### config.mk
export PLATFORM = sky130hd
export DESIGN_NAME = tccs_front
export DESIGN_NICKNAME = d
export VERILOG_FILES = /design/src/design/text_console_cursor_scroll_top_defines.svh /design/src/design/tccs_pkg.sv /design/src/design/tccs_front.sv
export SDC_FILE = /design/constraint.sdc
export NUM_CORES = 1
export LEC_CHECK = 0
export ABC_AREA = 1
export BUFFER_PORTS_ARGS = -buffer_cell sky130_fd_sc_hd__buf_2
export CAP_MARGIN = 5
export CORE_AREA = 2 2 87 89
export CTS_CLUSTER_SIZE = 12
export DETAILED_ROUTE_END_ITERATION = 8
export DIE_AREA = 0 0 89 91
export GPL_TIMING_DRIVEN = 0
export PLACE_DENSITY = 0.68
export REMOVE_ABC_BUFFERS = 1
export SKIP_CTS_REPAIR_TIMING = 1
export SLEW_MARGIN = 10
export SYNTH_ARGS = -nofsm -noshare
export SYNTH_HDL_FRONTEND = slang
export SYNTH_SLANG_ARGS = --single-unit
### constraint.sdc
create_clock -name clk_i -period 8.8 [get_ports clk_i]
set_input_delay 1.76 -clock clk_i [delete_from_list [all_inputs] [get_ports clk_i]]
set_output_delay 1.76 -clock clk_i [all_outputs]
set_load 0.01 [all_outputs]
### src/design/text_console_cursor_scroll_top_defines.svh
// Assertion macros shared by the text console modules.
`ifndef TEXT_CONSOLE_CURSOR_SCROLL_TOP_DEFINES_SVH
`define TEXT_CONSOLE_CURSOR_SCROLL_TOP_DEFINES_SVH

// Property that must hold at every clock edge out of reset.
`define TCCS_ASSERT(name, prop, msg) \
  name: assert property (@(posedge clk_i) disable iff (!rst_ni) prop) \
    else $error(msg);

// Condition that must never be seen out of reset.
`define TCCS_NEVER(name, cond, msg) \
  name: assert property (@(posedge clk_i) disable iff (!rst_ni) !(cond)) \
    else $error(msg);

// Consequence that must hold in the cycle after its antecedent.
`define TCCS_NEXT(name, ante, cons, msg) \
  name: assert property (@(posedge clk_i) disable iff (!rst_ni) (ante) |=> (cons)) \
    else $error(msg);

`endif

### src/design/tccs_pkg.sv
// Shared types and constants of the text console.
package tccs_pkg;

  localparam int CMD_ADDR_W = 13;
  localparam int POS_W      = 11;
  localparam int CELL_W     = 16;
  localparam int IDX_W      = 11;
  localparam int COLOUR_W   = 4;
  localparam int CFG_IDX_W  = 2;

  localparam logic [1:0] REQ_PUT   = 2'd0;
  localparam logic [1:0] REQ_CLEAR = 2'd1;
  localparam logic [1:0] REQ_READ  = 2'd2;

  localparam logic [CFG_IDX_W-1:0] CFG_FORE = 2'd0;
  localparam logic [CFG_IDX_W-1:0] CFG_BACK = 2'd1;

  localparam logic [7:0] CH_BS         = 8'h08;
  localparam logic [7:0] CH_TAB        = 8'h09;
  localparam logic [7:0] CH_LF         = 8'h0A;
  localparam logic [7:0] CH_CR         = 8'h0D;
  localparam logic [7:0] CH_SPACE      = 8'h20;
  localparam logic [7:0] CH_LAST_PRINT = 8'h7F;

  localparam logic [CELL_W-1:0] SCROLL_BLANK = 16'h0F20;

  typedef enum logic [1:0] {
    OP_NONE,
    OP_WRITE,
    OP_READ,
    OP_CLEAR
  } op_e;

  // One classified request, ready for the memory side.
  typedef struct packed {
    op_e                   op;
    logic                  scroll;
    logic [CMD_ADDR_W-1:0] addr;
    logic [CELL_W-1:0]     data;
    logic [POS_W-1:0]      pos;
  } cmd_t;

endpackage

### src/design/tccs_front.sv
// Front end: takes requests and register writes, tracks the cursor, emits commands.
module tccs_front import tccs_pkg::*; #(
  parameter int COLUMNS   = 80,
  parameter int ROWS      = 25,
  parameter int TAB_WIDTH = 8
) (
  input  logic                 clk_i,
  input  logic                 rst_ni,
  input  logic                 req_valid_i,
  output logic                 req_ready_o,
  input  logic [1:0]           req_type_i,
  input  logic [7:0]           char_code_i,
  input  logic [IDX_W-1:0]     cell_index_i,
  input  logic                 cfg_valid_i,
  output logic                 cfg_ready_o,
  input  logic [CFG_IDX_W-1:0] cfg_index_i,
  input  logic [COLOUR_W-1:0]  cfg_data_i,
  input  logic                 init_done_i,
  input  logic                 q_full_i,
  output logic                 push_o,
  output cmd_t                 push_cmd_o
);

  localparam int CELLS = COLUMNS * ROWS;
  localparam int COL_W = $clog2(COLUMNS);
  localparam int ROW_W = $clog2(ROWS);
  localparam int RN_W  = ROW_W + 1;
  localparam int PH_W  = $clog2(TAB_WIDTH);
  localparam int NXT_W = $clog2(COLUMNS + TAB_WIDTH + 1);

  logic [COL_W-1:0]    col_q, col_d;
  logic [ROW_W-1:0]    row_q, row_d;
  logic [PH_W-1:0]     phase_q, phase_d, ph_nxt;
  logic [COLOUR_W-1:0] fore_q, back_q;
  logic [NXT_W-1:0]    col_nxt;
  logic [RN_W-1:0]     row_nxt;
  logic                row_inc, is_print, scroll, accept;
  logic [7:0]          attr;
  cmd_t                cmd;

  assign req_ready_o = init_done_i && !q_full_i;
  assign cfg_ready_o = 1'b1;
  assign accept      = req_valid_i && req_ready_o;
  assign attr        = {back_q, fore_q};

  // Cursor move of a put; phase tracks the column modulo the tab width.
  always_comb begin
    col_nxt  = NXT_W'(col_q);
    ph_nxt   = phase_q;
    row_inc  = 1'b0;
    is_print = 1'b0;
    case (char_code_i)
      CH_BS: begin
        if (col_q != '0) begin
          col_nxt = NXT_W'(col_q) - NXT_W'(1);
          ph_nxt  = (phase_q == '0) ? PH_W'(TAB_WIDTH - 1) : phase_q - PH_W'(1);
        end
      end
      CH_TAB: begin
        col_nxt = NXT_W'(col_q) + NXT_W'(TAB_WIDTH) - NXT_W'(phase_q);
        ph_nxt  = '0;
      end
      CH_CR: begin
        col_nxt = '0;
        ph_nxt  = '0;
      end
      CH_LF: begin
        col_nxt = '0;
        ph_nxt  = '0;
        row_inc = 1'b1;
      end
      default: begin
        if (char_code_i >= CH_SPACE && char_code_i <= CH_LAST_PRINT) begin
          is_print = 1'b1;
          col_nxt  = NXT_W'(col_q) + NXT_W'(1);
          ph_nxt   = (phase_q == PH_W'(TAB_WIDTH - 1)) ? '0 : phase_q + PH_W'(1);
        end
      end
    endcase
    // wrap past the right edge
    if (col_nxt >= NXT_W'(COLUMNS)) begin
      col_nxt = '0;
      ph_nxt  = '0;
      row_inc = 1'b1;
    end
    row_nxt = RN_W'(row_q) + RN_W'(row_inc);
    scroll  = row_nxt >= RN_W'(ROWS);
    if (scroll) begin
      row_nxt = RN_W'(ROWS - 1);
    end
  end

  always_comb begin
    cmd     = '0;
    cmd.op  = OP_NONE;
    col_d   = col_q;
    row_d   = row_q;
    phase_d = phase_q;
    unique case (req_type_i)
      REQ_PUT: begin
        cmd.op     = is_print ? OP_WRITE : OP_NONE;
        cmd.scroll = scroll;
        cmd.addr   = CMD_ADDR_W'(32'(row_q) * COLUMNS + 32'(col_q));
        cmd.data   = {attr, char_code_i};
        col_d      = COL_W'(col_nxt);
        row_d      = ROW_W'(row_nxt);
        phase_d    = ph_nxt;
      end
      REQ_CLEAR: begin
        cmd.op   = OP_CLEAR;
        cmd.data = {attr, CH_SPACE};
        col_d    = '0;
        row_d    = '0;
        phase_d  = '0;
      end
      REQ_READ: begin
        // out-of-range reads answer zero without touching the store
        if (32'(cell_index_i) < CELLS) begin
          cmd.op   = OP_READ;
          cmd.addr = CMD_ADDR_W'(cell_index_i);
        end
      end
      default: begin
      end
    endcase
    cmd.pos = POS_W'(32'(row_d) * COLUMNS + 32'(col_d));
  end

  assign push_o     = accept;
  assign push_cmd_o = cmd;

  always_ff @(posedge clk_i or negedge rst_ni) begin
    if (!rst_ni) begin
      col_q   <= '0;
      row_q   <= '0;
      phase_q <= '0;
      fore_q  <= COLOUR_W'(15);
      back_q  <= '0;
    end else begin
      if (accept) begin
        col_q   <= col_d;
        row_q   <= row_d;
        phase_q <= phase_d;
      end
      if (cfg_valid_i) begin
        case (cfg_index_i)
          CFG_FORE: fore_q <= cfg_data_i;
          CFG_BACK: back_q <= cfg_data_i;
          default: begin
          end
        endcase
      end
    end
  end

endmodule

==> flow_summary.json, run 1 <==
{
  "worstMarginPinSlew_ns": 1.10,
  "core_area_um2": 7140,
  "fin_setup_tns_ns": 0,
  "wl_mm": 8.28,
  "synth_ff_type": "dfrtp_1",
  "first_pass_iters": 5,
  "syn_to_final_growth_pct": 14.1,
  "p_leak_nw": 1.98,
  "slew_viol_final": 0,
  "relSlewSlack": 0.261,
  "synth.avg_cell_area_um2": 6.75,
  "r2r_cells": 25,
  "io_buffers": 76,
  "path_clk_slew_ns": 0.09,
  "htree_levels": 1,
  "critPathMostFrequentCell": "ha_1",
  "ctsRootBufferMaster": "clkbuf_8",
  "start_util": 0.441,
  "finalHoldViolations": 0,
  "yosys_warnings": 0,
  "numCtsBuffers": 3,
  "gp_congestion": 0.892,
  "crit_cells": 28,
  "p_comb_frac": 0.636,
  "via_per_inst": 5.12,
  "worstSetupPathType": "primary input to output port",
  "fill_cells": 746,
  "detail_route.wl_per_cell_um": 13.2,
  "post-route-period-util": 0.922,
  "ys_ff_latch": 23,
  "antenna_cells": 0,
  "insertion_delay_ns": 0.27,
  "die_w_um": 89,
  "dp_hpwl_mm": 6.63,
  "path_buf_inv": 6,
  "cp.required_ns": 7.04,
  "nets": 606,
  "critPathLaunchType": "primary input",
  "finalPower_w": 0.000648,
  "cts_sinks": 23,
  "ys_seq_area_frac": 0.184,
  "arrival_ns": 6.35,
  "p_clk_frac": 0.106,
  "grt_pass1_wl_mm": 13.4,
  "synthesis.area_um2": 3150,
  "switching_share": 0.498,
  "crit_family": "simple AND/OR/NAND/NOR gates",
  "grt_setup_unrepaired": "false",
  "slowest_stage": "fa_1",
  "status": "complete, no violations",
  "setup_violations": 0,
  "dieHeight_um": 91,
  "p_per_area_nw_per_um2": 181,
  "num_rows": 31,
  "drive_above_1_share": 0.230,
  "p_int_w": 0.000325,
  "drc_errors": 0,
  "max_clock_freq_ghz": 0.123,
  "die_area_um2": 8100,
  "cts_tree": "yes",
  "r2r_setup_slack_ns": 4.80,
  "slowest_delay_ns": 0.47,
  "hold-path-cell-count": 2,
  "final_util": 0.503,
  "grt.overflow.total": 0,
  "crit_fanout": 11,
  "ant_nets": 0,
  "clock_skew_ns": 0.00123,
  "vdd_ir_drop_max_v": 0.0000981,
  "worstSetupEndpointType": "output port",
  "drtIter0Drc": 219,
  "antenna_found_initial": 0,
  "design.portCount": 79,
  "grt_pass1_vias": 2970,
  "drv_cap": 0,
  "fin_crit_ns": 8.11,
  "synth.distinct_cells": 42,
  "net-switching-power_w": 0.000323,
  "pwr-share-seq": 0.258,
  "synthArstFlopShare": 1.00,
  "synth_cells": 466,
  "synth_edf_count": 0,
  "grt_usage": 0.203,
  "vias": 3223,
  "hold_path.class": "flop to flop",
  "cts_max_path_buffers": 2,
  "grt_max_degree": 24
}
## synth_stat cells, types with 2 or more instances
cell type | number | area share
inv_1 | 64 | 0.076
nand4_1 | 7 | 0.014
o22ai_1 | 12 | 0.024
nand3b_1 | 2 | 0.0048
nor2_4 | 3 | 0.011
o211ai_1 | 2 | 0.0048
nor2_1 | 44 | 0.052
nand2_2 | 8 | 0.016
nand2_1 | 87 | 0.10
a21oi_1 | 15 | 0.024
fa_1 | 5 | 0.032
nand2_4 | 3 | 0.011
buf_6 | 3 | 0.011
inv_2 | 7 | 0.0084
ha_1 | 37 | 0.15
nand3_1 | 40 | 0.064
nor3_1 | 2 | 0.0032
dfrtp_1 | 19 | 0.15
clkbuf_1 | 6 | 0.0072
conb_1 | 2 | 0.0024
nand3_2 | 3 | 0.0095
xor2_1 | 17 | 0.047
a31oi_1 | 2 | 0.0040
or2_2 | 3 | 0.0060
dfstp_2 | 4 | 0.033
o21ai_0 | 39 | 0.062
nor2_2 | 8 | 0.016
xnor2_1 | 3 | 0.0084
buf_4 | 6 | 0.014
## power groups by stage
stage                clock, W  sequential, W  combinational (W)
CTS                 0.0000701       0.000167           0.000413
floorplan                   0       0.000157           0.000301
finish              0.0000690       0.000167           0.000412
global placement            0       0.000167           0.000395
global route        0.0000741       0.000172           0.000473
detailed placement          0       0.000169           0.000410
## stage by stage
step           instance area [um^2]  setup WS (ns)  instances  hold slack (ns)
3_5_place_dp                   3540          0.727        625            0.480
4_1_cts                        3590          0.701        629            0.497
5_1_grt                        3590          0.211        629            0.510
2_1_floorplan                  3040           1.35        450            0.453
6_report                       3590          0.688        629            0.494
3_3_place_gp                   3540          0.736        625            0.469
## path summary, 6_finish.rpt
kind,startpoint,endpoint
setup / recovery,char_code_i[0],push_cmd_o[10]
hold / removal,fore_q[2]$_DFFE_PN1P_,fore_q[2]$_DFFE_PN1P_
setup reg to reg,col_q[0]$_DFFE_PN0P_,row_q[1]$_DFFE_PN0P_
hold reg to reg,fore_q[2]$_DFFE_PN1P_,fore_q[2]$_DFFE_PN1P_
max in group asynchronous,rst_ni,fore_q[2]$_DFFE_PN1P_
min in group asynchronous,rst_ni,back_q[0]$_DFFE_PN0P_
## worst reg2reg max path, cell delays in order (launching register included)
cell and delay, ns:
dfrtp_1 0.45, inv_1 0.22, ha_1 0.27, inv_1 0.05, ha_1 0.19, inv_1 0.07, fa_1 0.40, inv_1 0.07
nand2_1 0.06, nand2_1 0.07, o21bai_1 0.06, nand3_1 0.09, nand2_1 0.07, inv_1 0.08, nand3_2 0.08, nand2_2 0.21
nand2_1 0.10, ha_1 0.21, ha_1 0.22, xnor2_1 0.15, inv_1 0.06, o311ai_0 0.27, nand2_1 0.10, inv_1 0.12
nand3_1 0.11, o22ai_1 0.15
## logic make-up after synthesis
| logic type | after synthesis | share of synthesized area |
|---|---|---|
| AOI/OAI and AO/OA | 77 | 0.136 |
| xor gates and xnor gates | 20 | 0.0557 |
| adders and majority gates | 42 | 0.179 |
| buffers and inverters | 90 | 0.124 |
| DFF | 23 | 0.184 |
| other | 2 | 0.00239 |
| and+or+nand+nor | 212 | 0.318 |
## cell usage in the layout (no fill, tap or decap), drive strengths merged, types with 12 or more instances in the layout
cell,Yosys,layout
inv,72,72
ha,37,37
nand2,98,98
dfrtp,19,19
nand3,44,44
nor2,55,55
o21ai,40,40
a21oi,15,15
xor2,17,17
buf,10,76
o22ai,12,12
## per-layer routing
metal	share of wire	track usage
met4	0.0071	0.0336
met3	0.071	0.0318
met1	0.47	0.282
met2	0.45	0.337
met5	0	0
## sequential cells by signal (all words and copies together) (netlist names)
register / flops
back_q: 4
col_q: 7
fore_q: 4
phase_q: 3
row_q: 5
## cell type report
| class | instances | area (um^2) | share of cell area |
|---|---|---|---|
| flip-flops and latches | 23 | 581 | 0.162 |
| well taps | 99 | 124 | 0.0345 |
| multi-input cells | 353 | 2170 | 0.606 |
| clock inverters | 1 | 5.00 | 0.00139 |
| clock buffers | 3 | 41.3 | 0.0115 |
| inverters | 74 | 285 | 0.0794 |
| repair buffers | 76 | 380 | 0.106 |
Note: power is estimated with default switching activity, not from simulation.
==> inputs of run 2 (changes only) <==
--- a/config.mk
+++ b/config.mk
@@ -9,6 +9,7 @@
 export BUFFER_PORTS_ARGS = -buffer_cell sky130_fd_sc_hd__buf_2
 export CAP_MARGIN = 5
 export CORE_AREA = 2 2 87 89
+export CTS_BUF_LIST = sky130_fd_sc_hd__clkbuf_4
 export CTS_CLUSTER_SIZE = 12
 export DETAILED_ROUTE_END_ITERATION = 8
 export DIE_AREA = 0 0 89 91
==> run 2 against run 1 <==
Effect of this change: clock skew is 0.0017 ns higher; final area is 0.52% lower; sequential power hardly changed; via count is 0.22% lower; first-iteration DRC count is 34% higher; clock-buffer cell count stayed put; non-clock buffer count stayed put; utilization is 0.26 points lower; power is 2.6% lower; largest cell class unchanged.
==> flow_summary.json, run 2 (synthesized netlist as in run 1, its figures left out) <==
{
  "layout_commonest_cell": "nand2_1",
  "insertion_delay_ns": 0.32,
  "p_clk_frac": 0.083,
  "slew_viol_final": 0,
  "relSlewSlack": 0.252,
  "largest_register": "col_q",
  "reg_top3": "col_q x7, row_q x5",
  "finalHoldViolations": 0,
  "dp.cells": 625,
  "design.portCount": 79,
  "io_buffers": 76,
  "critPathLaunchType": "primary input",
  "grt_setup_unrepaired": "false",
  "antenna_found_initial": 0,
  "num_rows": 31,
  "syn_to_final_growth_pct": 13.5,
  "vias": 3216,
  "finalPower_w": 0.000631,
  "dp_hpwl_mm": 6.63,
  "whs_ns": 0.500,
  "gp_congestion": 0.892,
  "htree_levels": 1,
  "core_area_um2": 7140,
  "net-switching-power_w": 0.000321,
  "first_pass_iters": 5,
  "fin_setup_tns_ns": 0,
  "largest_register_ffs": 7,
  "arrival_ns": 6.36,
  "status": "complete, no violations",
  "worstSetupEndpointType": "output port",
  "pwr-share-seq": 0.265,
  "clock_skew_ns": 0.00295,
  "setup_violations": 0,
  "wl_mm": 8.28,
  "p_int_w": 0.000310,
  "post-route-period-util": 0.923,
  "cts_max_path_buffers": 2,
  "final_cells": 629,
  "drv_cap": 0,
  "p_per_area_nw_per_um2": 177,
  "numCtsBuffers": 3,
  "grt.overflow.total": 0,
  "drtIter0Drc": 293,
  "grt_usage": 0.203,
  "cts_tree": "yes",
  "layout_common_cells": "87 x nand2_1, 76 x buf_2, 64 x inv_1",
  "p_leak_nw": 1.97,
  "worstSetupPathType": "primary input to output port",
  "dpl_worst_slack_ns": 0.727,
  "fill_cells": 748,
  "max_clock_freq_ghz": 0.123,
  "cp.required_ns": 7.04,
  "grt_pass1_wl_mm": 13.4,
  "drive_above_1_share": 0.230,
  "crit_fanout": 11,
  "path_clk_slew_ns": 0.14,
  "cts_sinks": 23,
  "detail_route.wl_per_cell_um": 13.2,
  "die_area_um2": 8100,
  "worstMarginPinSlew_ns": 1.12,
  "antenna_cells": 0,
  "switching_share": 0.508,
  "grt_max_degree": 24,
  "fin_crit_ns": 8.12,
  "grt_pass1_vias": 2961,
  "start_util": 0.441,
  "die_w_um": 89,
  "p_comb_frac": 0.652,
  "ctsRootBufferMaster": "clkbuf_4",
  "dieHeight_um": 91,
  "via_per_inst": 5.11,
  "ant_nets": 0,
  "drc_errors": 0,
  "vdd_ir_drop_max_v": 0.0000946,
  "setup_ws_ns": 0.677,
  "hold_path.class": "flop to flop",
  "nets": 606
}
==> run 2: cell counts in the layout (fill, tap and decap cells not counted) <==
Identical to the previous run, type by type.
==> run 2: worst paths after layout <==
| kind | start | to | slack (ns) | cells past startpoint |
|---|---|---|---|---|
| worst max-delay path | char_code_i[0] | push_cmd_o[10] | 0.68 | 28 |
| worst min-delay path | fore_q[2]$_DFFE_PN1P_ | fore_q[2]$_DFFE_PN1P_ | 0.50 | 2 |
| worst max register to register | col_q[0]$_DFFE_PN0P_ | row_q[1]$_DFFE_PN0P_ | 4.81 | 25 |
| worst min register to register | fore_q[2]$_DFFE_PN1P_ | fore_q[2]$_DFFE_PN1P_ | 0.50 | 2 |
| max in group asynchronous | rst_ni | fore_q[3]$_DFFE_PN1P_ | 7.04 | 1 |
| min in group asynchronous | rst_ni | back_q[0]$_DFFE_PN0P_ | 1.40 | 1 |
==> run 2: power by group through the flow <==
stage	clock network [W]	logic (W)	registers (W)
after floorplan	0	0.000301	0.000157
after global placement	0	0.000395	0.000167
after detailed placement	0	0.000410	0.000169
after CTS	0.0000535	0.000413	0.000167
after global routing	0.0000576	0.000473	0.000172
final	0.0000523	0.000412	0.000167
==> run 2: layer usage <==
layer	track usage	wire [um]	part of all wire
met1	0.285	3860	0.47
met2	0.336	3820	0.46
met3	0.0345	563	0.068
met4	0.0249	33	0.0040
met5	0	0	0
==> run 2: cell type report <==
| type | instances | area [um^2] | area share |
|---|---|---|---|
| Multi-Input combinational cell | 353 | 2170 | 0.609 |
| Timing Repair Buffer | 76 | 380 | 0.106 |
| Clock inverter | 1 | 5.00 | 0.00140 |
| Tap cell | 99 | 124 | 0.0347 |
| Clock buffer | 3 | 22.5 | 0.00630 |
| Inverter | 74 | 285 | 0.0799 |
| Sequential cell | 23 | 581 | 0.163 |
==> run 2: through the flow <==
stage | utilization | cell area (um^2)
finish | 0.501 | 3570
global placement | 0.497 | 3540
global route | 0.501 | 3570
CTS | 0.501 | 3570
detailed placement | 0.497 | 3540
floorplan | - | 3040
==> run 2: worst max-delay path, cell delays in order <==
cell      delay [ns]
buf_2           0.11
inv_2           0.08
nand2_1         0.07
nor2_2          0.15
nand2_4         0.11
nand3_4         0.16
nand3_1         0.13
nand2_2         0.11
nand3_2         0.07
nand2_2         0.21
nand2_1         0.10
ha_1            0.21
ha_1            0.22
xnor2_1         0.15
inv_1           0.06
o311ai_0        0.27
nand2_1         0.10
inv_1           0.12
nand3_1         0.11
o21ai_0         0.23
ha_1            0.32
ha_1            0.19
inv_1           0.08
fa_1            0.47
nor3_1          0.29
xor2_1          0.20
xor2_1          0.15
buf_2           0.15
