==> src/design/text_console_cursor_scroll_top_defines.svh <==
// Assertion macros shared by the text console modules.
`ifndef TEXT_CONSOLE_CURSOR_SCROLL_TOP_DEFINES_SVH
`define TEXT_CONSOLE_CURSOR_SCROLL_TOP_DEFINES_SVH

// Property that must hold at every clock edge out of reset.
`define TCCS_ASSERT(name, prop, msg) \
  name: assert property (@(posedge clk_i) disable iff (!rst_ni) prop) \
    else $error(msg);

// Condition that must never be seen out of reset.
`define TCCS_NEVER(name, cond, msg) \
  name: assert property (@(posedge clk_i) disable iff (!rst_ni) !(cond)) \
    else $error(msg);

// Consequence that must hold in the cycle after its antecedent.
`define TCCS_NEXT(name, ante, cons, msg) \
  name: assert property (@(posedge clk_i) disable iff (!rst_ni) (ante) |=> (cons)) \
    else $error(msg);

`endif

==> src/design/tccs_pkg.sv <==
// Shared types and constants of the text console.
package tccs_pkg;

  localparam int CMD_ADDR_W = 13;
  localparam int POS_W      = 11;
  localparam int CELL_W     = 16;
  localparam int IDX_W      = 11;
  localparam int COLOUR_W   = 4;
  localparam int CFG_IDX_W  = 2;

  localparam logic [1:0] REQ_PUT   = 2'd0;
  localparam logic [1:0] REQ_CLEAR = 2'd1;
  localparam logic [1:0] REQ_READ  = 2'd2;

  localparam logic [CFG_IDX_W-1:0] CFG_FORE = 2'd0;
  localparam logic [CFG_IDX_W-1:0] CFG_BACK = 2'd1;

  localparam logic [7:0] CH_BS         = 8'h08;
  localparam logic [7:0] CH_TAB        = 8'h09;
  localparam logic [7:0] CH_LF         = 8'h0A;
  localparam logic [7:0] CH_CR         = 8'h0D;
  localparam logic [7:0] CH_SPACE      = 8'h20;
  localparam logic [7:0] CH_LAST_PRINT = 8'h7F;

  localparam logic [CELL_W-1:0] SCROLL_BLANK = 16'h0F20;

  typedef enum logic [1:0] {
    OP_NONE,
    OP_WRITE,
    OP_READ,
    OP_CLEAR
  } op_e;

  // One classified request, ready for the memory side.
  typedef struct packed {
    op_e                   op;
    logic                  scroll;
    logic [CMD_ADDR_W-1:0] addr;
    logic [CELL_W-1:0]     data;
    logic [POS_W-1:0]      pos;
  } cmd_t;

endpackage

==> src/design/tccs_queue.sv <==
// Short command queue between the front end and the memory side.
`include "text_console_cursor_scroll_top_defines.svh"

module tccs_queue import tccs_pkg::*; #(
  parameter int DEPTH = 2
) (
  input  logic clk_i,
  input  logic rst_ni,
  input  logic push_i,
  input  cmd_t push_cmd_i,
  output logic full_o,
  input  logic pop_i,
  output logic valid_o,
  output cmd_t pop_cmd_o
);

  localparam int PTR_W = (DEPTH > 1) ? $clog2(DEPTH) : 1;
  localparam int CNT_W = $clog2(DEPTH + 1);

  cmd_t             slot_q [DEPTH];
  logic [PTR_W-1:0] wr_q, rd_q;
  logic [CNT_W-1:0] count_q;

  assign full_o    = count_q == CNT_W'(DEPTH);
  assign valid_o   = count_q != '0;
  assign pop_cmd_o = slot_q[rd_q];

  always_ff @(posedge clk_i) begin
    if (push_i) begin
      slot_q[wr_q] <= push_cmd_i;
    end
  end

  always_ff @(posedge clk_i or negedge rst_ni) begin
    if (!rst_ni) begin
      wr_q    <= '0;
      rd_q    <= '0;
      count_q <= '0;
    end else begin
      if (push_i) begin
        wr_q <= (wr_q == PTR_W'(DEPTH - 1)) ? '0 : wr_q + PTR_W'(1);
      end
      if (pop_i) begin
        rd_q <= (rd_q == PTR_W'(DEPTH - 1)) ? '0 : rd_q + PTR_W'(1);
      end
      if (push_i && !pop_i) begin
        count_q <= count_q + CNT_W'(1);
      end else if (pop_i && !push_i) begin
        count_q <= count_q - CNT_W'(1);
      end
    end
  end

  `TCCS_NEVER(a_push_full, push_i && full_o, "command pushed into a full queue")
  `TCCS_NEVER(a_pop_empty, pop_i && !valid_o, "command popped from an empty queue")
  `TCCS_ASSERT(a_count_bound, count_q <= CNT_W'(DEPTH), "queue count past its depth")

endmodule

==> config.mk <==
export PLATFORM = sky130hd
export DESIGN_NAME = tccs_queue
export DESIGN_NICKNAME = d
export VERILOG_FILES = /design/src/design/tccs_pkg.sv /design/src/design/tccs_queue.sv
export VERILOG_INCLUDE_DIRS = /design/src /design/src/design
export SDC_FILE = /design/constraint.sdc
export NUM_CORES = 1
export LEC_CHECK = 0
export ABC_AREA = 0
export BUFFER_PORTS_ARGS = -buffer_cell sky130_fd_sc_hd__buf_2
export CORE_ASPECT_RATIO = 1.25
export CORE_UTILIZATION = 45
export DETAILED_ROUTE_END_ITERATION = 8
export HOLD_SLACK_MARGIN = 0.12
export PLACE_DENSITY = 0.82
export SYNTH_ARGS = -nofsm -noshare
export SYNTH_HDL_FRONTEND = slang
export SYNTH_SLANG_ARGS = --single-unit
==> constraint.sdc <==
create_clock -name clk_i -period 2.9 [get_ports clk_i]
set_input_delay 0.145 -clock clk_i [delete_from_list [all_inputs] [get_ports clk_i]]
set_output_delay 0.145 -clock clk_i [all_outputs]
set_load 0.05 [all_outputs]
==> flow_metrics.env, run 1 <==
export IMPL_wirelength_mm=5.694
export IMPL_clk_latency_ns=0.34
export IMPL_clock_power_share_pct=19.7
export IMPL_drc=0
export IMPL_ir_drop_v=0.0006564
export IMPL_synth_edf_count=86
export IMPL_grt_pass1_wl_mm=8.797
export IMPL_p_int_mw=3.026
export IMPL_ys_seq_elements=90
export IMPL_startpoint="rd_q"
export IMPL_r2r_setup_slack_ns=1.27
export IMPL_p_leak_nw=1.932
export IMPL_synth_area_leaders="edfxtp_1 74%, mux2_4 17%, dfrtp_1 2.9%"
export IMPL_synth_most_common_cell="edfxtp_1"
export IMPL_timing_final_hold_violations=0
export IMPL_cts_clk_slew_worst_paths_ns=0.08
export IMPL_cp_required_ns=2.76
export IMPL_diodes=0
export IMPL_critical_path_arrival_ns=2.01
export IMPL_critPathMaxFanout=24
export IMPL_die_x_um=80.81
export IMPL_port_buffers=91
export IMPL_clock_root_buffer="clkbuf_8"
export IMPL_crit_path_end_kind="primary output"
export IMPL_met3RoutedLength_um=321
export IMPL_met2WireLength_mm=3.148
export IMPL_worstPathCellList="buf_12, mux2_2, buf_2"
export IMPL_fin_crit_sh_pct=74.41
export IMPL_worst_slew_pin_slew_ns=0.6561
export IMPL_start_kind="flip-flop"
export IMPL_clk_path_buf_depth=2
export IMPL_cpPeakStageDelay_ns=0.80
export IMPL_pwr_share_comb_pct=42.3
export IMPL_setup_viol=0
export IMPL_dieArea_um2=8122
export IMPL_dieHeight_um=100.5
export IMPL_skew_ns=0.007084
export IMPL_ant_nets=0
export IMPL_synthTopCellsByCount="86 x edfxtp_1, 39 x mux2_4"
export IMPL_grtUsageTotal_pct=14.92
export IMPL_finalWorstSetupSlack_ns=0.7420
export IMPL_period_needed_ns=2.158
export IMPL_core_um2=7445
export IMPL_gp_congestion=0.5911
export IMPL_ios=92
export IMPL_clkSinkCount=90
export IMPL_wl_met1_mm=2.143
export IMPL_drt_wirelength_per_cell_um=14.42
export IMPL_post_cts_setup_buffers=0
export IMPL_initial_core_util_pct=46.92
export IMPL_holdPathEnd="count_q[1]"
export IMPL_grt_overflow=0
export IMPL_yosysTopAreaCell="edfxtp_1"
export IMPL_place_ws_ns=1.086
export IMPL_num_vias=1838
export IMPL_area_delta_synth_final_pct=35.39
export IMPL_nets=346
export IMPL_p_switching_mw=1.916
export IMPL_critPathKind="flip-flop to primary output"
export IMPL_setup_tns_ns=0
export IMPL_syn_nets=198
export IMPL_cp_slowest_cell="dfrtp_2"
export IMPL_std_cell_rows=35
export IMPL_reg2reg_from="wr_q"
export IMPL_tritoncts="yes"
export IMPL_cts_repair_resized=0
export IMPL_status="completed"
export IMPL_hold_depth=1
export IMPL_first_pass_iters=4
export IMPL_cts_buffers=9
export IMPL_highest_signal_layer="met4"
export IMPL_grt_pass1_vias=1946
export IMPL_max_cap_violations=0
export IMPL_syn_avg_cell_area_um2=23.29
export IMPL_via_per_inst=4.653
export IMPL_postSynth_asyncResetShare_pct=4.444
export IMPL_rsz0062_at_grt="no"
export IMPL_syn_area_um2=3493
export IMPL_ff2ff_path_depth=2
export IMPL_grt_max_degree=29
export IMPL_reg2reg_to="slot_q[0][13]"
export IMPL_powerDensity_nw_per_um2=1045
export IMPL_netlist_area_leader_share_pct=73.93
export IMPL_hp_class="flip-flop to flip-flop"
export IMPL_cts_max_level=3
export IMPL_synth_flop_cell="edfxtp_1"
export IMPL_p_seq_share_pct=38.1
export IMPL_drive_gt1_share_pct=51.49
export IMPL_switching_share_pct=38.78
export IMPL_place_hpwl_mm=3.581
export IMPL_yosys_warnings=0
export IMPL_relSlewSlack_pct=56.26
export IMPL_max_freq_mhz=463.4
export IMPL_min_delay_start="count_q[1]"
export IMPL_dr_first_iter_drc_count=37
export IMPL_synthCells=150
export IMPL_antenna_found_initial=0
export IMPL_synth_seq_area_share_pct=76.79
export IMPL_synth_cell_type_count=14
export IMPL_finalMaxSlewViolations=0
metal layers:
metal	track usage (%)	up-vias
met5	0	-
met4	5.220	0
met3	5.339	8
met2	28.05	60
met1	14.67	893
li1	-	877
power by group through the flow:
stage	Combinational (mW)	Clock [mW]	Sequential [mW]
after floorplan	1.87	0	1.82
after global placement	2.04	0	1.90
after detailed placement	2.06	0	1.92
after CTS	2.12	0.992	1.89
after global routing	2.20	1.04	1.91
final	2.09	0.972	1.88
critical path: cells and delay by family (launching register included):
kind	cells	cell delay, ns
flops	1	0.80
buf+inv	2	0.50
mux	1	0.36
how the worst max path moves through the flow:
stage	endpoint	cells past startpoint	slack [ns]
2_1_floorplan	slot_q[0][0]	1	0.13
3_3_place_gp	pop_cmd_o[27]	3	1.11
3_5_place_dp	pop_cmd_o[28]	3	1.09
4_1_cts	pop_cmd_o[28]	3	0.71
5_1_grt	pop_cmd_o[28]	3	0.64
6_report	pop_cmd_o[28]	3	0.74
sequential cells by signal, indices dropped and copies added (netlist names):
name and count:
count_q 2, wr_q 1, rd_q 1, slot_q 86
cell type report:
type / count / area [um2]
fillers: 549 / 2715
flip-flops and latches: 90 / 2684
repair buffers: 142 / 968.4
multi-input cells: 54 / 724.4
clock buffers: 11 / 131.4
well taps: 92 / 115.1
clock inverters: 5 / 102.6
inverters: 1 / 3.754
kinds of logic after synthesis:
group	synth area share, %
DFF	76.79
muxes	18.05
buffers and inverters	2.722
xor gates and xnor gates	1.254
and+or+nand+nor	0.8239
adders and majority gates	0.3581
metrics by stage:
step | utilization, % | total power [mW] | cells | cell area (um2) | hold slack [ns]
3_5_place_dp | 54.07 | 3.979 | 332 | 4025 | -0.04217
2_1_floorplan | - | 3.693 | 150 | 3493 | -0.1506
3_3_place_gp | 54.07 | 3.943 | 332 | 4025 | -0.04743
6_report | 63.53 | 4.942 | 395 | 4730 | 0.5079
5_1_grt | 63.53 | 5.151 | 395 | 4730 | 0.5140
4_1_cts | 63.53 | 4.994 | 395 | 4730 | 0.4893
what timing repair did:
| item | 4_1_cts | 5_1_grt |
|---|---|---|
| hold endpoints to repair | 92 | 0 |
| hold buffers | 47 | 0 |
| setup endpoints to repair | 0 | 0 |
placed cells by master (no fill, tap or decap), types with 3 or more instances in the layout:
cell,count
buf_4,3
edfxtp_1,86
bufinv_16,3
dlygate4sd3_1,47
dfrtp_1,3
buf_2,91
clkbuf_8,9
xor2_1,4
mux2_4,39
mux2_2,4
Note: power is estimated with default switching activity, not from simulation.
==> inputs of run 2 (changes only) <==
--- a/config.mk
+++ b/config.mk
@@ -12,7 +12,7 @@
 export CORE_UTILIZATION = 45
 export DETAILED_ROUTE_END_ITERATION = 8
 export HOLD_SLACK_MARGIN = 0.12
-export PLACE_DENSITY = 0.82
+export PLACE_DENSITY = 0.79
 export SYNTH_ARGS = -nofsm -noshare
 export SYNTH_HDL_FRONTEND = slang
 export SYNTH_SLANG_ARGS = --single-unit
==> constraint.sdc (replaced) <==
create_clock -name clk_i -period 2 [get_ports clk_i]
set_input_delay 0.1 -clock clk_i [delete_from_list [all_inputs] [get_ports clk_i]]
set_output_delay 0.1 -clock clk_i [all_outputs]
set_load 0.05 [all_outputs]
==> run 2 against run 1 <==
Via count rose by 0.76%. Sequential cell count did not move. Cell area fell by 0.24%. Clock skew rose by 0.0018 ns. Wire length rose by 5.0%. First-iteration DRC count rose by 130%. Critical path type unchanged. Largest power group unchanged.
==> flow_metrics.env, run 2 (same netlist as run 1, synthesis figures left out) <==
export IMPL_cp_required_ns=1.90
export IMPL_timing_final_hold_violations=0
export IMPL_cp_slowest_cell="mux2_2"
export IMPL_gp_congestion=0.7007
export IMPL_grt_max_degree=45
export IMPL_reg2reg_from="wr_q"
export IMPL_worstPathCellList="buf_12, mux2_2, buf_2"
export IMPL_period_needed_ns=1.709
export IMPL_initial_core_util_pct=46.92
export IMPL_skew_ns=0.008902
export IMPL_ant_nets=0
export IMPL_final_cell_mix="91 x buf_2, 86 x edfxtp_1, 47 x dlygate4sd3_1"
export IMPL_powerDensity_nw_per_um2=1499
export IMPL_tritoncts="yes"
export IMPL_path_depth=3
export IMPL_p_leak_nw=1.929
export IMPL_rsz0062_at_grt="no"
export IMPL_cpPeakStageDelay_ns=0.38
export IMPL_grt_pass1_vias=1955
export IMPL_grt_overflow=0
export IMPL_cp_top_family="buffers and inverters"
export IMPL_drive_gt1_share_pct=51.64
export IMPL_nets=348
export IMPL_dieHeight_um=100.5
export IMPL_num_vias=1852
export IMPL_core_um2=7445
export IMPL_clock_root_buffer="clkbuf_8"
export IMPL_critPathKind="flip-flop to primary output"
export IMPL_die_x_um=80.81
export IMPL_cp_endpoint="pop_cmd_o[27]"
export IMPL_reg2reg_to="slot_q[1][19]"
export IMPL_reg_top3="slot_q: 86 flops, count_q: 2 flops"
export IMPL_cp_num_buf_inv=2
export IMPL_cts_clk_slew_worst_paths_ns=0.09
export IMPL_ir_drop_v=0.0009410
export IMPL_place_hpwl_mm=3.503
export IMPL_setup_tns_ns=0
export IMPL_setup_viol=0
export IMPL_area_delta_synth_final_pct=35.06
export IMPL_crit_path_end_kind="primary output"
export IMPL_dr_first_iter_drc_count=84
export IMPL_grtUsageTotal_pct=15.29
export IMPL_port_buffers=91
export IMPL_status="completed"
export IMPL_antenna_found_initial=0
export IMPL_fin_util_pct=63.38
export IMPL_r2r_setup_slack_ns=0.61
export IMPL_relSlewSlack_pct=77.88
export IMPL_worst_slew_pin_slew_ns=0.3318
export IMPL_ios=92
export IMPL_via_per_inst=4.677
export IMPL_drc=0
export IMPL_drt_wirelength_per_cell_um=15.10
export IMPL_clk_latency_ns=0.34
export IMPL_largest_reg_flops=86
export IMPL_cts_max_level=3
export IMPL_max_cap_violations=0
export IMPL_std_cell_rows=35
export IMPL_max_freq_mhz=585.2
export IMPL_clk_path_buf_depth=2
export IMPL_grt_pass1_wl_mm=8.976
export IMPL_first_pass_iters=4
export IMPL_ff2ff_path_depth=2
export IMPL_fin_crit_sh_pct=85.44
export IMPL_hp_class="input port to flip-flop"
export IMPL_regMostFlops="slot_q"
export IMPL_diodes=0
export IMPL_cts_buffers=9
export IMPL_wirelength_mm=5.980
export IMPL_critPathMaxFanout=44
export IMPL_critical_path_arrival_ns=1.61
export IMPL_final_common_cell="buf_2"
export IMPL_start_kind="flip-flop"
export IMPL_clkSinkCount=90
export IMPL_dieArea_um2=8122
export IMPL_startpoint="rd_q"
export IMPL_finalMaxSlewViolations=0
-- run 2: stage by stage --
step | instance area [um2] | setup slack, ns | hold slack [ns] | cells | power (mW)
2_1_floorplan | 3496 | 0.04870 | -0.1956 | 150 | 5.352
3_3_place_gp | 4040 | 0.6423 | -0.09237 | 334 | 5.746
3_5_place_dp | 4040 | 0.6016 | -0.08530 | 334 | 5.790
4_1_cts | 4718 | 0.2561 | 0.4627 | 396 | 7.140
5_1_grt | 4718 | 0.2167 | 0.4563 | 396 | 7.376
6_report | 4718 | 0.2911 | 0.4781 | 396 | 7.073
-- run 2: report_power, final --
| part | total, mW | internal, mW | switching, mW |
|---|---|---|---|
| clock network | 1.27 | 0.695 | 0.576 |
| registers | 2.62 | 2.50 | 0.117 |
| logic | 3.18 | 1.07 | 2.11 |
| total | 7.07 | 4.27 | 2.80 |
-- run 2: timing repair --
action,4_1_cts,5_1_grt
setup endpoints to repair,0,0
endpoints found under the hold margin,92,0
setup buffers,0,0
resized for setup,0,0
hold buffers,47,0
-- run 2: layout make-up --
class | count | area (um2)
Clock buffer | 10 | 127.6
Sequential cell | 90 | 2684
Clock inverter | 5 | 80.08
Inverter | 1 | 3.754
Timing Repair Buffer | 144 | 983.4
Fill cell | 550 | 2726
Tap cell | 92 | 115.1
Multi-Input combinational cell | 54 | 724.4
-- run 2: worst min path at each step --
stage                              start       endpoint  slack [ns]  cells past startpoint
after floorplan                   rst_ni     count_q[0]       -0.20                      0
after global placement            rst_ni     count_q[1]       -0.09                      1
after detailed placement          rst_ni     count_q[1]       -0.09                      1
after CTS                 push_cmd_i[35]  slot_q[1][35]        0.46                      2
after global routing      push_cmd_i[18]  slot_q[0][18]        0.46                      2
final                      push_cmd_i[2]   slot_q[0][2]        0.48                      2
-- run 2: worst reg2reg max path, cell delays in order (launching register included) --
cell and delay (ns):
dfrtp_1 0.43, and2_2 0.36, buf_4 0.30
-- run 2: routing by layer --
metal | routed length [um] | up-vias | part of all wire (%) | track usage [%]
li1 | - | 880 | - | -
met1 | 2278 | 905 | 38 | 15.47
met2 | 3343 | 60 | 56 | 28.57
met3 | 297 | 7 | 5.0 | 4.706
met4 | 60 | 0 | 1.0 | 5.907
met5 | 0 | - | 0 | 0
==> inputs of run 3 (changes only) <==
==> constraint.sdc (replaced) <==
create_clock -name clk_i -period 1.8 [get_ports clk_i]
set_input_delay 0.09 -clock clk_i [delete_from_list [all_inputs] [get_ports clk_i]]
set_output_delay 0.09 -clock clk_i [all_outputs]
set_load 0.05 [all_outputs]
==> run 3 against run 2 <==
Cell area rose by 0.34%. Non-clock buffer count fell by 1. Combinational power up 12%. Via count increased by 1.4%. Core utilization grew 0.22 points. Clock power rose by 6%. Clock skew decreased by 0.0042 ns. First-iteration DRC count decreased by 18%. Register-to-register slack barely moved. Wire length grew 0.75%. Critical endpoint is now pop_cmd_o[23]. Highest routed layer unchanged.
==> flow_metrics.env, run 3 (same netlist as run 1, synthesis figures left out) <==
export IMPL_crit_path_end_kind="primary output"
export IMPL_grtUsageTotal_pct=15.84
export IMPL_fin_crit_sh_pct=95.84
export IMPL_setup_viol=0
export IMPL_p_int_mw=4.677
export IMPL_setup_tns_ns=0
export IMPL_timing_final_hold_violations=0
export IMPL_via_per_inst=4.742
export IMPL_antenna_found_initial=0
export IMPL_reg2reg_from="wr_q"
export IMPL_grt_overflow=0
export IMPL_grt_pass1_vias=1957
export IMPL_clk_path_buf_depth=2
export IMPL_tritoncts="yes"
export IMPL_dr_first_iter_drc_count=69
export IMPL_start_kind="flip-flop"
export IMPL_drc=0
export IMPL_finalMaxSlewViolations=0
export IMPL_relSlewSlack_pct=82.42
export IMPL_grt_pass1_wl_mm=9.211
export IMPL_drive_gt1_share_pct=51.64
export IMPL_fin_util_pct=63.60
export IMPL_std_cell_rows=35
export IMPL_regMostFlops="slot_q"
export IMPL_dieHeight_um=100.5
export IMPL_max_freq_mhz=579.7
export IMPL_initial_core_util_pct=46.92
export IMPL_port_buffers=91
export IMPL_max_cap_violations=0
export IMPL_reg_top3="slot_q: 86 flops, count_q: 2 flops"
export IMPL_hp_class="input port to flip-flop"
export IMPL_min_delay_start="push_cmd_i[25]"
export IMPL_place_hpwl_mm=3.442
export IMPL_ff2ff_path_depth=2
export IMPL_largest_reg_flops=86
export IMPL_die_x_um=80.81
export IMPL_gp_congestion=0.6832
export IMPL_ios=92
export IMPL_num_vias=1878
export IMPL_holdPathEnd="slot_q[1][25]"
export IMPL_grt_max_degree=44
export IMPL_p_switching_mw=3.182
export IMPL_cts_buffers=9
export IMPL_critical_path_arrival_ns=1.64
export IMPL_r2r_setup_slack_ns=0.61
export IMPL_p_leak_nw=1.926
export IMPL_clk_latency_ns=0.35
export IMPL_critPathMaxFanout=19
export IMPL_ant_nets=0
export IMPL_pwr_share_comb_pct=45.4
export IMPL_skew_ns=0.004672
export IMPL_nets=347
export IMPL_cts_clk_slew_worst_paths_ns=0.09
export IMPL_clock_power_share_pct=17.1
export IMPL_final_common_cell="buf_2"
export IMPL_powerDensity_nw_per_um2=1660
export IMPL_dieArea_um2=8122
export IMPL_core_um2=7445
export IMPL_hold_depth=2
export IMPL_critPathKind="flip-flop to primary output"
export IMPL_status="completed"
export IMPL_ir_drop_v=0.001065
export IMPL_wirelength_mm=6.025
export IMPL_diodes=0
export IMPL_first_pass_iters=4
export IMPL_clkSinkCount=90
export IMPL_reg2reg_to="slot_q[1][34]"
export IMPL_n_fill_cell=548
export IMPL_cp_required_ns=1.71
export IMPL_p_seq_share_pct=37.5
export IMPL_rsz0062_at_grt="no"
export IMPL_drt_wirelength_per_cell_um=15.21
export IMPL_switching_share_pct=40.49
export IMPL_worst_slew_pin_slew_ns=0.2656
export IMPL_cts_repair_resized=0
export IMPL_period_needed_ns=1.725
export IMPL_clock_root_buffer="clkbuf_8"
export IMPL_final_cell_mix="91 x buf_2, 86 x edfxtp_1, 47 x dlygate4sd3_1"
export IMPL_cts_max_level=3
export IMPL_area_delta_synth_final_pct=35.53
[run 3: cell types whose count changed in the layout (fill, tap and decap cells not counted), sizes merged]
cell	before	now
clkinvlp	1	2
buf	97	96
bufinv	2	1
inv	1	2
[run 3: power by group through the flow]
| stage | Sequential [mW] | Combinational, mW | Clock [mW] |
|---|---|---|---|
| 4_1_cts | 2.96 | 3.57 | 1.37 |
| 6_report | 2.95 | 3.57 | 1.34 |
| 2_1_floorplan | 2.93 | 3.02 | 0 |
| 5_1_grt | 2.98 | 3.74 | 1.44 |
| 3_5_place_dp | 3.01 | 3.49 | 0 |
| 3_3_place_gp | 2.98 | 3.46 | 0 |
[run 3: metal layers]
layer	GRT usage, %	routed length [um]
met5	0	0
met3	3.710	250
met4	7.830	131
met2	28.83	3444
met1	16.79	2198
[run 3: final cells by class]
cell class                 instances  area, um2  area share [%]
sequential                        90       2684           56.69
timing repair buffer             143       1013           21.41
multi-input combinational         54      724.4           15.30
clock buffer                      10      127.6           2.696
tap                               92      115.1           2.431
clock inverter                     6      66.31           1.401
inverter                           1      3.754         0.07928
[run 3: worst max path at each step]
| stage | slack (ns) | start | end | cells after the start |
|---|---|---|---|---|
| 5_1_grt | 0.03 | rd_q | pop_cmd_o[23] | 3 |
| 6_report | 0.07 | rd_q | pop_cmd_o[23] | 3 |
| 3_3_place_gp | 0.42 | rd_q | pop_cmd_o[22] | 3 |
| 4_1_cts | 0.01 | rd_q | pop_cmd_o[23] | 3 |
| 2_1_floorplan | 0.32 | wr_q | slot_q[0][0] | 1 |
| 3_5_place_dp | 0.41 | rd_q | pop_cmd_o[23] | 3 |
[run 3: per-stage QoR]
| step | power (mW) | hold slack (ns) | setup slack (ns) | cells | cell area [um2] |
|---|---|---|---|---|---|
| floorplan | 5.946 | -0.2056 | 0.3151 | 150 | 3502 |
| global placement | 6.445 | -0.09766 | 0.4180 | 332 | 4063 |
| detailed placement | 6.491 | -0.09672 | 0.4057 | 332 | 4063 |
| CTS | 7.901 | 0.4388 | 0.01122 | 395 | 4727 |
| global route | 8.166 | 0.4468 | 0.02608 | 396 | 4735 |
| finish | 7.859 | 0.4616 | 0.07486 | 396 | 4735 |
[run 3: critical path: stages (launching register included)]
cell,delay [ns]
dfrtp_2,0.50
buf_12,0.22
mux2_2,0.35
buf_2,0.21
[run 3: repair_timing]
| item | in CTS | in global routing |
|---|---|---|
| buffers inserted | 0 | 1 |
| hold buffers | 47 | 0 |
| setup endpoints to repair | 0 | 4 |
| endpoints found under the hold margin | 92 | 0 |
